**src/rtl/rfr_pkg.sv**
```systemverilog
// Package for the radio frame receiver: widths, header codes, parser states,
// status codes and the structs shared by the parser, output stage and top level.
// No dependencies.
`default_nettype none
package rfr_pkg;

  localparam int BUFFER_BYTES   = 512;
  localparam int WAYPOINT_BYTES = 16;

  localparam int CFG_W   = 10;
  localparam int COUNT_W = $clog2(BUFFER_BYTES + 1);
  localparam int LEN_W   = 16;
  localparam int SUM_W   = 16;
  localparam int WPC_W   = 10;

  localparam logic [7:0] HDR_FIRST  = 8'hAA;
  localparam logic [7:0] HDR_SECOND = 8'h55;

  localparam logic [CFG_W-1:0] CMD_LENGTH_RESET = CFG_W'(76);
  localparam logic [CFG_W-1:0] WP_OFFSET_RESET  = CFG_W'(12);

  localparam logic [LEN_W-1:0] MIN_FRAME_LEN = LEN_W'(4);
  localparam logic [LEN_W-1:0] MAX_FRAME_LEN = LEN_W'(BUFFER_BYTES);

  typedef enum logic [0:0] {
    REG_CMD_LENGTH = 1'b0,
    REG_WP_OFFSET  = 1'b1
  } cfg_reg_t;

  typedef enum logic [1:0] {
    PH_HUNT1 = 2'd0,
    PH_HUNT2 = 2'd1,
    PH_LEN   = 2'd2,
    PH_DATA  = 2'd3
  } phase_t;

  typedef enum logic [1:0] {
    ST_CMD_OK   = 2'd0,
    ST_CMD_BAD  = 2'd1,
    ST_WAYPOINT = 2'd2,
    ST_REJECT   = 2'd3
  } status_t;

  typedef struct packed {
    logic [CFG_W-1:0] cmd_length;
    logic [CFG_W-1:0] wp_offset;
  } cfg_t;

  typedef struct packed {
    status_t          status;
    logic [LEN_W-1:0] frame_length;
    logic [WPC_W-1:0] waypoint_count;
  } result_t;

endpackage
`default_nettype wire

```
**src/rtl/radio_frame_receiver_unit.sv**
```systemverilog
// Top level of the radio frame receiver: input word register, configuration
// registers, frame parser and result register. Depends on rfr_pkg, rfr_parser, rfr_out_stage.
//
// Each received byte is one input word. The receiver hunts for the header 0xAA 0x55,
// takes a little-endian 16-bit total frame length and reports one status word per
// frame (command ok, command checksum bad, waypoint frame, or length rejected).
// It takes one byte per clock cycle at full rate while the result register can take a
// word; a byte passes through an input register to the parser, and a frame's status word
// is loaded into the result register when the parser takes the byte that ends the frame.
// The rate is set by the parser state update. Configuration writes are accepted at any
// time with cfg_ready held high and must be made while no frame is in progress.
`default_nettype none
module radio_frame_receiver_unit (
  input  wire logic        clk,
  input  wire logic        rst_n,
  input  wire logic        in_tvalid,
  output logic             in_tready,
  input  wire logic [7:0]  in_tdata,   // [7:0] rx_byte
  output logic             out_tvalid,
  input  wire logic        out_tready,
  output logic [31:0]      out_tdata,  // [15:0] frame_length, [25:16] waypoint_count, rest zero
  output logic [1:0]       out_tuser,  // [1:0] status
  input  wire logic        cfg_valid,
  output logic             cfg_ready,
  input  wire logic [0:0]  cfg_index,
  input  wire logic [9:0]  cfg_data
);
  import rfr_pkg::*;

  logic       in_valid_r, in_valid_nxt;
  logic [7:0] in_byte_r;
  logic       step;
  logic       can_load;
  logic       emit;
  result_t    result;
  result_t    out_result;
  cfg_t       cfg_r;

  assign step         = in_valid_r && can_load;
  assign in_tready    = !in_valid_r || step;
  assign in_valid_nxt = (in_tvalid && in_tready) || (in_valid_r && !step);
  assign cfg_ready    = 1'b1;

  always_ff @(posedge clk) begin
    if (!rst_n) begin
      in_valid_r <= 1'b0;
    end else begin
      in_valid_r <= in_valid_nxt;
    end
  end

  always_ff @(posedge clk) begin
    if (in_tvalid && in_tready) begin
      in_byte_r <= in_tdata;
    end
  end

  always_ff @(posedge clk) begin
    if (!rst_n) begin
      cfg_r.cmd_length <= CMD_LENGTH_RESET;
      cfg_r.wp_offset  <= WP_OFFSET_RESET;
    end else if (cfg_valid) begin
      case (cfg_reg_t'(cfg_index))
        REG_CMD_LENGTH: cfg_r.cmd_length <= cfg_data;
        REG_WP_OFFSET:  cfg_r.wp_offset  <= cfg_data;
        default:        cfg_r            <= cfg_r;
      endcase
    end
  end

  rfr_parser u_parser (
    .clk     (clk),
    .rst_n   (rst_n),
    .step    (step),
    .rx_byte (in_byte_r),
    .cfg     (cfg_r),
    .emit    (emit),
    .result  (result)
  );

  rfr_out_stage u_out (
    .clk        (clk),
    .rst_n      (rst_n),
    .load       (step && emit),
    .result     (result),
    .can_load   (can_load),
    .out_valid  (out_tvalid),
    .out_ready  (out_tready),
    .out_result (out_result)
  );

  assign out_tdata = {6'b0, out_result.waypoint_count, out_result.frame_length};
  assign out_tuser = out_result.status;

endmodule
`default_nettype wire

```
**src/rtl/rfr_parser.sv**
```systemverilog
// Frame parser: header hunt, length capture, byte count, running sum and the
// end-of-frame classification. Depends on rfr_pkg.
`default_nettype none
module rfr_parser (
  input  wire logic            clk,
  input  wire logic            rst_n,
  input  wire logic            step,
  input  wire logic [7:0]      rx_byte,
  input  wire rfr_pkg::cfg_t   cfg,
  output logic                 emit,
  output rfr_pkg::result_t     result
);
  import rfr_pkg::*;

  phase_t             phase_r, phase_nxt;
  logic [7:0]         length_low_r, length_low_nxt;
  logic               length_step_r, length_step_nxt;
  logic [LEN_W-1:0]   total_length_r, total_length_nxt;
  logic [COUNT_W-1:0] byte_count_r, byte_count_nxt;
  logic [SUM_W-1:0]   running_sum_r, running_sum_nxt;
  logic [7:0]         prev_byte_r, prev_byte_nxt;

  logic [COUNT_W-1:0] count_inc;
  logic [SUM_W-1:0]   sum_inc;
  logic [LEN_W-1:0]   len_word;
  logic [LEN_W-1:0]   cmd_len_ext;
  logic [LEN_W-1:0]   wp_off_ext;
  logic               len_bad;
  logic               is_cmd;
  logic [SUM_W-1:0]   check_sum;
  logic [LEN_W-1:0]   wp_bytes;
  status_t            finish_status;
  logic [WPC_W-1:0]   finish_count;

  assign count_inc   = byte_count_r + COUNT_W'(1);
  assign sum_inc     = running_sum_r + SUM_W'(rx_byte);
  assign cmd_len_ext = LEN_W'(cfg.cmd_length);
  assign wp_off_ext  = LEN_W'(cfg.wp_offset);

  // In the data phase the length is settled; on the second length byte it comes from the wire.
  always_comb begin
    if (phase_r == PH_LEN) begin
      len_word = {rx_byte, length_low_r};
    end else begin
      len_word = total_length_r;
    end
  end

  assign len_bad = (len_word < MIN_FRAME_LEN) || (len_word > MAX_FRAME_LEN) ||
                   ((len_word != cmd_len_ext) && (len_word < wp_off_ext));
  assign is_cmd  = (len_word == cmd_len_ext);

  // The last two bytes are the previous byte and this one; leave them out of the sum.
  assign check_sum = running_sum_r - SUM_W'(prev_byte_r);
  assign wp_bytes  = len_word - wp_off_ext;

  always_comb begin
    if (is_cmd) begin
      finish_count = '0;
      if (check_sum == {rx_byte, prev_byte_r}) begin
        finish_status = ST_CMD_OK;
      end else begin
        finish_status = ST_CMD_BAD;
      end
    end else begin
      finish_status = ST_WAYPOINT;
      finish_count  = WPC_W'(wp_bytes / WAYPOINT_BYTES);
    end
  end

  always_comb begin
    phase_nxt        = phase_r;
    length_low_nxt   = length_low_r;
    length_step_nxt  = length_step_r;
    total_length_nxt = total_length_r;
    byte_count_nxt   = byte_count_r;
    running_sum_nxt  = running_sum_r;
    prev_byte_nxt    = prev_byte_r;
    case (phase_r)
      PH_HUNT2: begin
        if (rx_byte == HDR_SECOND) begin
          byte_count_nxt  = count_inc;
          running_sum_nxt = sum_inc;
          prev_byte_nxt   = rx_byte;
          length_step_nxt = 1'b0;
          phase_nxt       = PH_LEN;
        end else begin
          byte_count_nxt  = '0;
          running_sum_nxt = '0;
          phase_nxt       = PH_HUNT1;
        end
      end
      PH_LEN: begin
        byte_count_nxt  = count_inc;
        running_sum_nxt = sum_inc;
        prev_byte_nxt   = rx_byte;
        if (!length_step_r) begin
          length_low_nxt  = rx_byte;
          length_step_nxt = 1'b1;
        end else begin
          length_step_nxt  = 1'b0;
          total_length_nxt = len_word;
          if (len_bad) begin
            phase_nxt = PH_HUNT1;
          end else if (LEN_W'(count_inc) >= len_word) begin
            phase_nxt = PH_HUNT1;
          end else begin
            phase_nxt = PH_DATA;
          end
        end
      end
      PH_DATA: begin
        byte_count_nxt  = count_inc;
        running_sum_nxt = sum_inc;
        prev_byte_nxt   = rx_byte;
        if (LEN_W'(count_inc) >= len_word) begin
          phase_nxt = PH_HUNT1;
        end
      end
      default: begin
        if (rx_byte == HDR_FIRST) begin
          byte_count_nxt  = COUNT_W'(1);
          running_sum_nxt = SUM_W'(rx_byte);
          prev_byte_nxt   = rx_byte;
          phase_nxt       = PH_HUNT2;
        end
      end
    endcase
  end

  always_comb begin
    emit                  = 1'b0;
    result.status         = ST_REJECT;
    result.frame_length   = len_word;
    result.waypoint_count = '0;
    case (phase_r)
      PH_LEN: begin
        if (length_step_r) begin
          if (len_bad) begin
            emit = 1'b1;
          end else if (LEN_W'(count_inc) >= len_word) begin
            emit                  = 1'b1;
            result.status         = finish_status;
            result.waypoint_count = finish_count;
          end
        end
      end
      PH_DATA: begin
        if (LEN_W'(count_inc) >= len_word) begin
          emit                  = 1'b1;
          result.status         = finish_status;
          result.waypoint_count = finish_count;
        end
      end
      default: begin
        emit = 1'b0;
      end
    endcase
  end

  always_ff @(posedge clk) begin
    if (!rst_n) begin
      phase_r        <= PH_HUNT1;
      length_low_r   <= '0;
      length_step_r  <= 1'b0;
      total_length_r <= '0;
      byte_count_r   <= '0;
      running_sum_r  <= '0;
      prev_byte_r    <= '0;
    end else if (step) begin
      phase_r        <= phase_nxt;
      length_low_r   <= length_low_nxt;
      length_step_r  <= length_step_nxt;
      total_length_r <= total_length_nxt;
      byte_count_r   <= byte_count_nxt;
      running_sum_r  <= running_sum_nxt;
      prev_byte_r    <= prev_byte_nxt;
    end
  end

endmodule
`default_nettype wire

```
**src/rtl/rfr_out_stage.sv**
```systemverilog
// Result register of the frame receiver: holds one status word until the
// downstream side takes it. Depends on rfr_pkg.
`default_nettype none
module rfr_out_stage (
  input  wire logic             clk,
  input  wire logic             rst_n,
  input  wire logic             load,
  input  wire rfr_pkg::result_t result,
  output logic                  can_load,
  output logic                  out_valid,
  input  wire logic             out_ready,
  output rfr_pkg::result_t      out_result
);
  import rfr_pkg::*;

  logic    valid_r, valid_nxt;
  result_t data_r;

  assign can_load   = !valid_r || out_ready;
  assign valid_nxt  = load || (valid_r && !out_ready);
  assign out_valid  = valid_r;
  assign out_result = data_r;

  always_ff @(posedge clk) begin
    if (!rst_n) begin
      valid_r <= 1'b0;
    end else begin
      valid_r <= valid_nxt;
    end
  end

  always_ff @(posedge clk) begin
    if (load) begin
      data_r <= result;
    end
  end

endmodule
`default_nettype wire

```
**config.mk**
```make
export PLATFORM = sky130hd
export DESIGN_NAME = radio_frame_receiver_unit
export DESIGN_NICKNAME = d
export VERILOG_FILES = /design/src/rtl/rfr_pkg.sv /design/src/rtl/radio_frame_receiver_unit.sv /design/src/rtl/rfr_parser.sv /design/src/rtl/rfr_out_stage.sv
export SDC_FILE = /design/constraint.sdc
export NUM_CORES = 1
export LEC_CHECK = 0
export BUFFER_PORTS_ARGS = -buffer_cell sky130_fd_sc_hd__buf_2
export CAP_MARGIN = 20
export CORE_ASPECT_RATIO = 1.1
export CORE_MARGIN = 2
export CORE_UTILIZATION = 54
export DETAILED_ROUTE_END_ITERATION = 7
export HOLD_SLACK_MARGIN = 0.15
export PLACE_DENSITY = 0.75
export SYNTH_ARGS = -nofsm -noshare
export SYNTH_HDL_FRONTEND = slang
export SYNTH_SLANG_ARGS = --single-unit
```
**constraint.sdc**
```tcl
create_clock -name clk -period 5.3 [get_ports clk]
set_input_delay 0.795 -clock clk [delete_from_list [all_inputs] [get_ports clk]]
set_output_delay 0.795 -clock clk [all_outputs]
set_load 0.05 [all_outputs]
```
==> impl_metrics.env <==
export IMPL_die_area_um2=13500
export IMPL_max_stage_delay_ns=0.65
export IMPL_io_pins=61
export IMPL_yosysSeqAreaShare_pct=40.3
export IMPL_synth_cell_types=67
export IMPL_rsz0062_at_grt="no"
export IMPL_crit_start="u_parser.phase_r[0]$_SDFFE_PN0P_"
export IMPL_routed_wl_mm=17.5
export IMPL_power_frac_comb_pct=4.6
export IMPL_cts_reportedPaths_clkPinSlew_ns=0.05
export IMPL_drive_above_1_share_pct=12.8
export IMPL_synth_edff_count=36
export IMPL_clkSinkCount=119
export IMPL_grt_met2_usage_pct=46.5
export IMPL_drc=0
export IMPL_grt_overflow=0
export IMPL_rows=43
export IMPL_grt_pass1_wl_mm=28.7
export IMPL_pwr_share_clk_pct=53.3
export IMPL_hpwlAfterDp_mm=12.6
export IMPL_crit_fanout=28
export IMPL_synthCells=785
export IMPL_finalWeightedCongestion=0.964
export IMPL_p_int_w=0.00182
export IMPL_hold_depth=2
export IMPL_total_power_w=0.00231
export IMPL_ant_nets=0
export IMPL_dr_total_vias=5978
export IMPL_syn_cell_area_um2=6810
export IMPL_viasPerCell=5.99
export IMPL_endpoint="u_out.out_result[0]$_DFFE_PP_"
export IMPL_criticalPathCategory="flip-flop to flip-flop"
export IMPL_postCtsSetupRepairBufs=0
export IMPL_final_hold_viol_count=0
export IMPL_cp_slowest_cell="nor4bb_1"
export IMPL_grt_use_met3_pct=6.02
export IMPL_die_x_um=111
export IMPL_finalCritPeriodShare_pct=83.3
export IMPL_cts_buffers=17
export IMPL_ff2ff_setup_slack_ns=0.89
export IMPL_nets=890
export IMPL_first_global_vias=5918
export IMPL_fin_skew_ns=0.00982
export IMPL_start_util_pct=54.6
export IMPL_ir_worst_vdd_uv=198
export IMPL_async_reset_ff_share_pct=0
export IMPL_switching_share_pct=21.4
export IMPL_first_pass_iters=5
export IMPL_power_density_nw_per_um2=297
export IMPL_postCtsHoldBufs=0
export IMPL_routedWlPerCell_um=17.5
export IMPL_drv_cap=0
export IMPL_maxSlewHeadroom_pct=31.4
export IMPL_cts_htree_levels=4
export IMPL_critPathTopFamily="simple AND/OR/NAND/NOR gates"
export IMPL_ys_flop_type="dfxtp_1"
export IMPL_ctsResizeCount=0
export IMPL_regToRegEndpoint="u_out.out_result[0]$_DFFE_PP_"
export IMPL_critPathBufInv=2
export IMPL_grt_max_degree=61
export IMPL_worstPathArrival_ns=4.55
export IMPL_grt_busiest_layer="met2"
export IMPL_root_buffer="clkbuf_16"
export IMPL_status="finished clean"
export IMPL_drv_slew=0
export IMPL_clockBufferDepth=2
export IMPL_globalRouteMet1Util_pct=31.2
export IMPL_hold_class="flip-flop to flip-flop"
export IMPL_antenna_found_initial=0
export IMPL_area_delta_synth_final_pct=14.4
export IMPL_critPathMostFrequentCell="o21ai_0"
export IMPL_drt_initial_drc_count=403
export IMPL_finalSetupViolations=0
export IMPL_synth_area_per_cell_um2=8.68
export IMPL_cts_tree="built"
export IMPL_grt_total_usage_pct=26.8
export IMPL_diodes=0
export IMPL_ys_ff_latch=119
export IMPL_cp_depth=13
export IMPL_dp_cells=965
export IMPL_leakage_nw=3.17
export IMPL_final_cells=998
export IMPL_worst_setup_path_start_kind="flip-flop"
export IMPL_worst_slew_pin_transition_ns=1.03
export IMPL_reg2reg_from="u_parser.phase_r[0]$_SDFFE_PN0P_"
export IMPL_timing_fmax_mhz=227
export IMPL_pwr_share_seq_pct=42.1
export IMPL_r2r_cells=13
export IMPL_crit_required_ns=5.44
export IMPL_fillers=1035
export IMPL_portBuffers=53
export IMPL_die_h_um=122
export IMPL_layout_min_cycle_time_ns=4.41
export IMPL_cp_end_kind="flip-flop"
export IMPL_core_region_area_um2=12500
export IMPL_clkLatencyLatePin_ns=0.43
export IMPL_yosys_warnings=0
export IMPL_p_switching_w=0.000496
export IMPL_crit_chain="nand2b_2 > mux2i_1 > inv_1 > ha_1 > o21ai_0 > a21oi_1 > nor4bb_1 > nor4_1 > o22ai_2 > o21ai_0 > a21boi_0 > nor3_2 > buf_4"
export IMPL_fin_setup_tns_ns=0
[power by group through the flow]
stage	combinational [W]	clock (W)	sequential, W
2_1_floorplan	0.0000863	0	0.000977
3_3_place_gp	0.0000998	0	0.000992
3_5_place_dp	0.000104	0	0.000993
4_1_cts	0.000106	0.00124	0.000974
5_1_grt	0.000116	0.00129	0.000976
6_report	0.000106	0.00123	0.000975
[cells in the mapped netlist (7+ instances only)]
master | count | area share [%]
buf_4 | 7 | 0.77
a31oi_1 | 11 | 1.0
nor3_1 | 23 | 1.7
nand2_1 | 96 | 5.3
nand3b_1 | 8 | 0.88
ha_1 | 36 | 6.6
o21ai_0 | 31 | 2.3
a21oi_1 | 65 | 4.8
nand3_1 | 18 | 1.3
mux2i_1 | 24 | 3.5
a211oi_1 | 18 | 2.0
nand2b_1 | 12 | 1.1
xnor2_1 | 25 | 3.2
and3_1 | 16 | 1.5
nor2b_1 | 12 | 1.1
nor2_1 | 69 | 3.8
o21a_1 | 9 | 0.99
clkbuf_1 | 26 | 1.4
and2_1 | 7 | 0.64
edfxtp_1 | 36 | 16
xor2_1 | 17 | 2.2
inv_1 | 41 | 2.3
or2_2 | 7 | 0.64
dfxtp_1 | 83 | 24
[worst min-delay path, cell delays in order (launching register included)]
cell and delay (ns):
dfxtp_1 0.31, nand2_1 0.05, a21oi_1 0.05
[cell type report]
| type | count | area [µm²] | area share, % |
|---|---|---|---|
| Multi-Input combinational cell | 589 | 3750 | 48.1 |
| Sequential cell | 119 | 2740 | 35.2 |
| Clock buffer | 23 | 488 | 6.26 |
| Timing Repair Buffer | 59 | 310 | 3.98 |
| Tap cell | 157 | 196 | 2.52 |
| Inverter | 42 | 158 | 2.02 |
| Clock inverter | 9 | 145 | 1.86 |
[metrics by stage]
step	worst slack, ns	hold slack, ns	util (%)	instance area, µm²
2_1_floorplan	0.0732	0.432	-	6830
3_3_place_gp	1.18	0.446	57.3	7150
3_5_place_dp	0.963	0.455	57.3	7150
4_1_cts	0.919	0.463	62.4	7780
5_1_grt	0.489	0.494	62.4	7790
6_report	0.887	0.462	62.4	7790
[layout by cell type (no fill, tap or decap), types with 8 or more instances in the layout]
cell type / instances
nor3_1: 21
inv_1: 41
xnor2_1: 25
a211oi_1: 18
xor2_1: 17
nand3b_1: 8
o21ai_0: 31
ha_1: 36
and3_1: 16
a31oi_1: 11
a21oi_1: 65
buf_2: 53
dfxtp_1: 83
edfxtp_1: 36
nand3_1: 18
nor2b_1: 12
o21a_1: 9
nor2_1: 69
clkbuf_16: 17
nand2_1: 96
mux2i_1: 24
nand2b_1: 12
[state kept, by name, summed over array words and instances (netlist names)]
register / count
cfg_r: 20
in_byte_r: 8
in_valid_r: 1
u_out.out_result: 28
u_out.out_valid: 1
u_parser.byte_count_r: 10
u_parser.length_low_r: 8
u_parser.length_step_r: 1
u_parser.phase_r: 2
u_parser.prev_byte_r: 8
u_parser.running_sum_r: 16
u_parser.total_length_r: 16
[layer usage]
metal | vias to the layer above | routed length (µm)
met5 | - | 0
met4 | 0 | 641
met2 | 208 | 8660
li1 | 2860 | -
met1 | 2853 | 7170
met3 | 57 | 994
[kinds of logic after synthesis]
group	share of synthesized area, %
AND/OR/NAND/NOR	21.7
flip-flops	40.3
other	0.110
adder cells (fa/ha/maj)	7.20
XOR/XNOR	5.40
multiplexers	3.86
buffers and inverters	5.09
AO/OA/AOI/OAI	16.4
[worst min path at each step]
stage                                      from               endpoint  slack [ns]
after floorplan           cfg_r[0]$_SDFFE_PN0P_  cfg_r[0]$_SDFFE_PN0P_        0.43
after global placement    cfg_r[5]$_SDFFE_PN0P_  cfg_r[5]$_SDFFE_PN0P_        0.45
after detailed placement  cfg_r[6]$_SDFFE_PN0P_  cfg_r[6]$_SDFFE_PN0P_        0.46
after CTS                 cfg_r[6]$_SDFFE_PN0P_  cfg_r[6]$_SDFFE_PN0P_        0.46
after global routing      cfg_r[6]$_SDFFE_PN0P_  cfg_r[6]$_SDFFE_PN0P_        0.49
final                     cfg_r[6]$_SDFFE_PN0P_  cfg_r[6]$_SDFFE_PN0P_        0.46
Note: power is estimated with default switching activity, not from simulation.
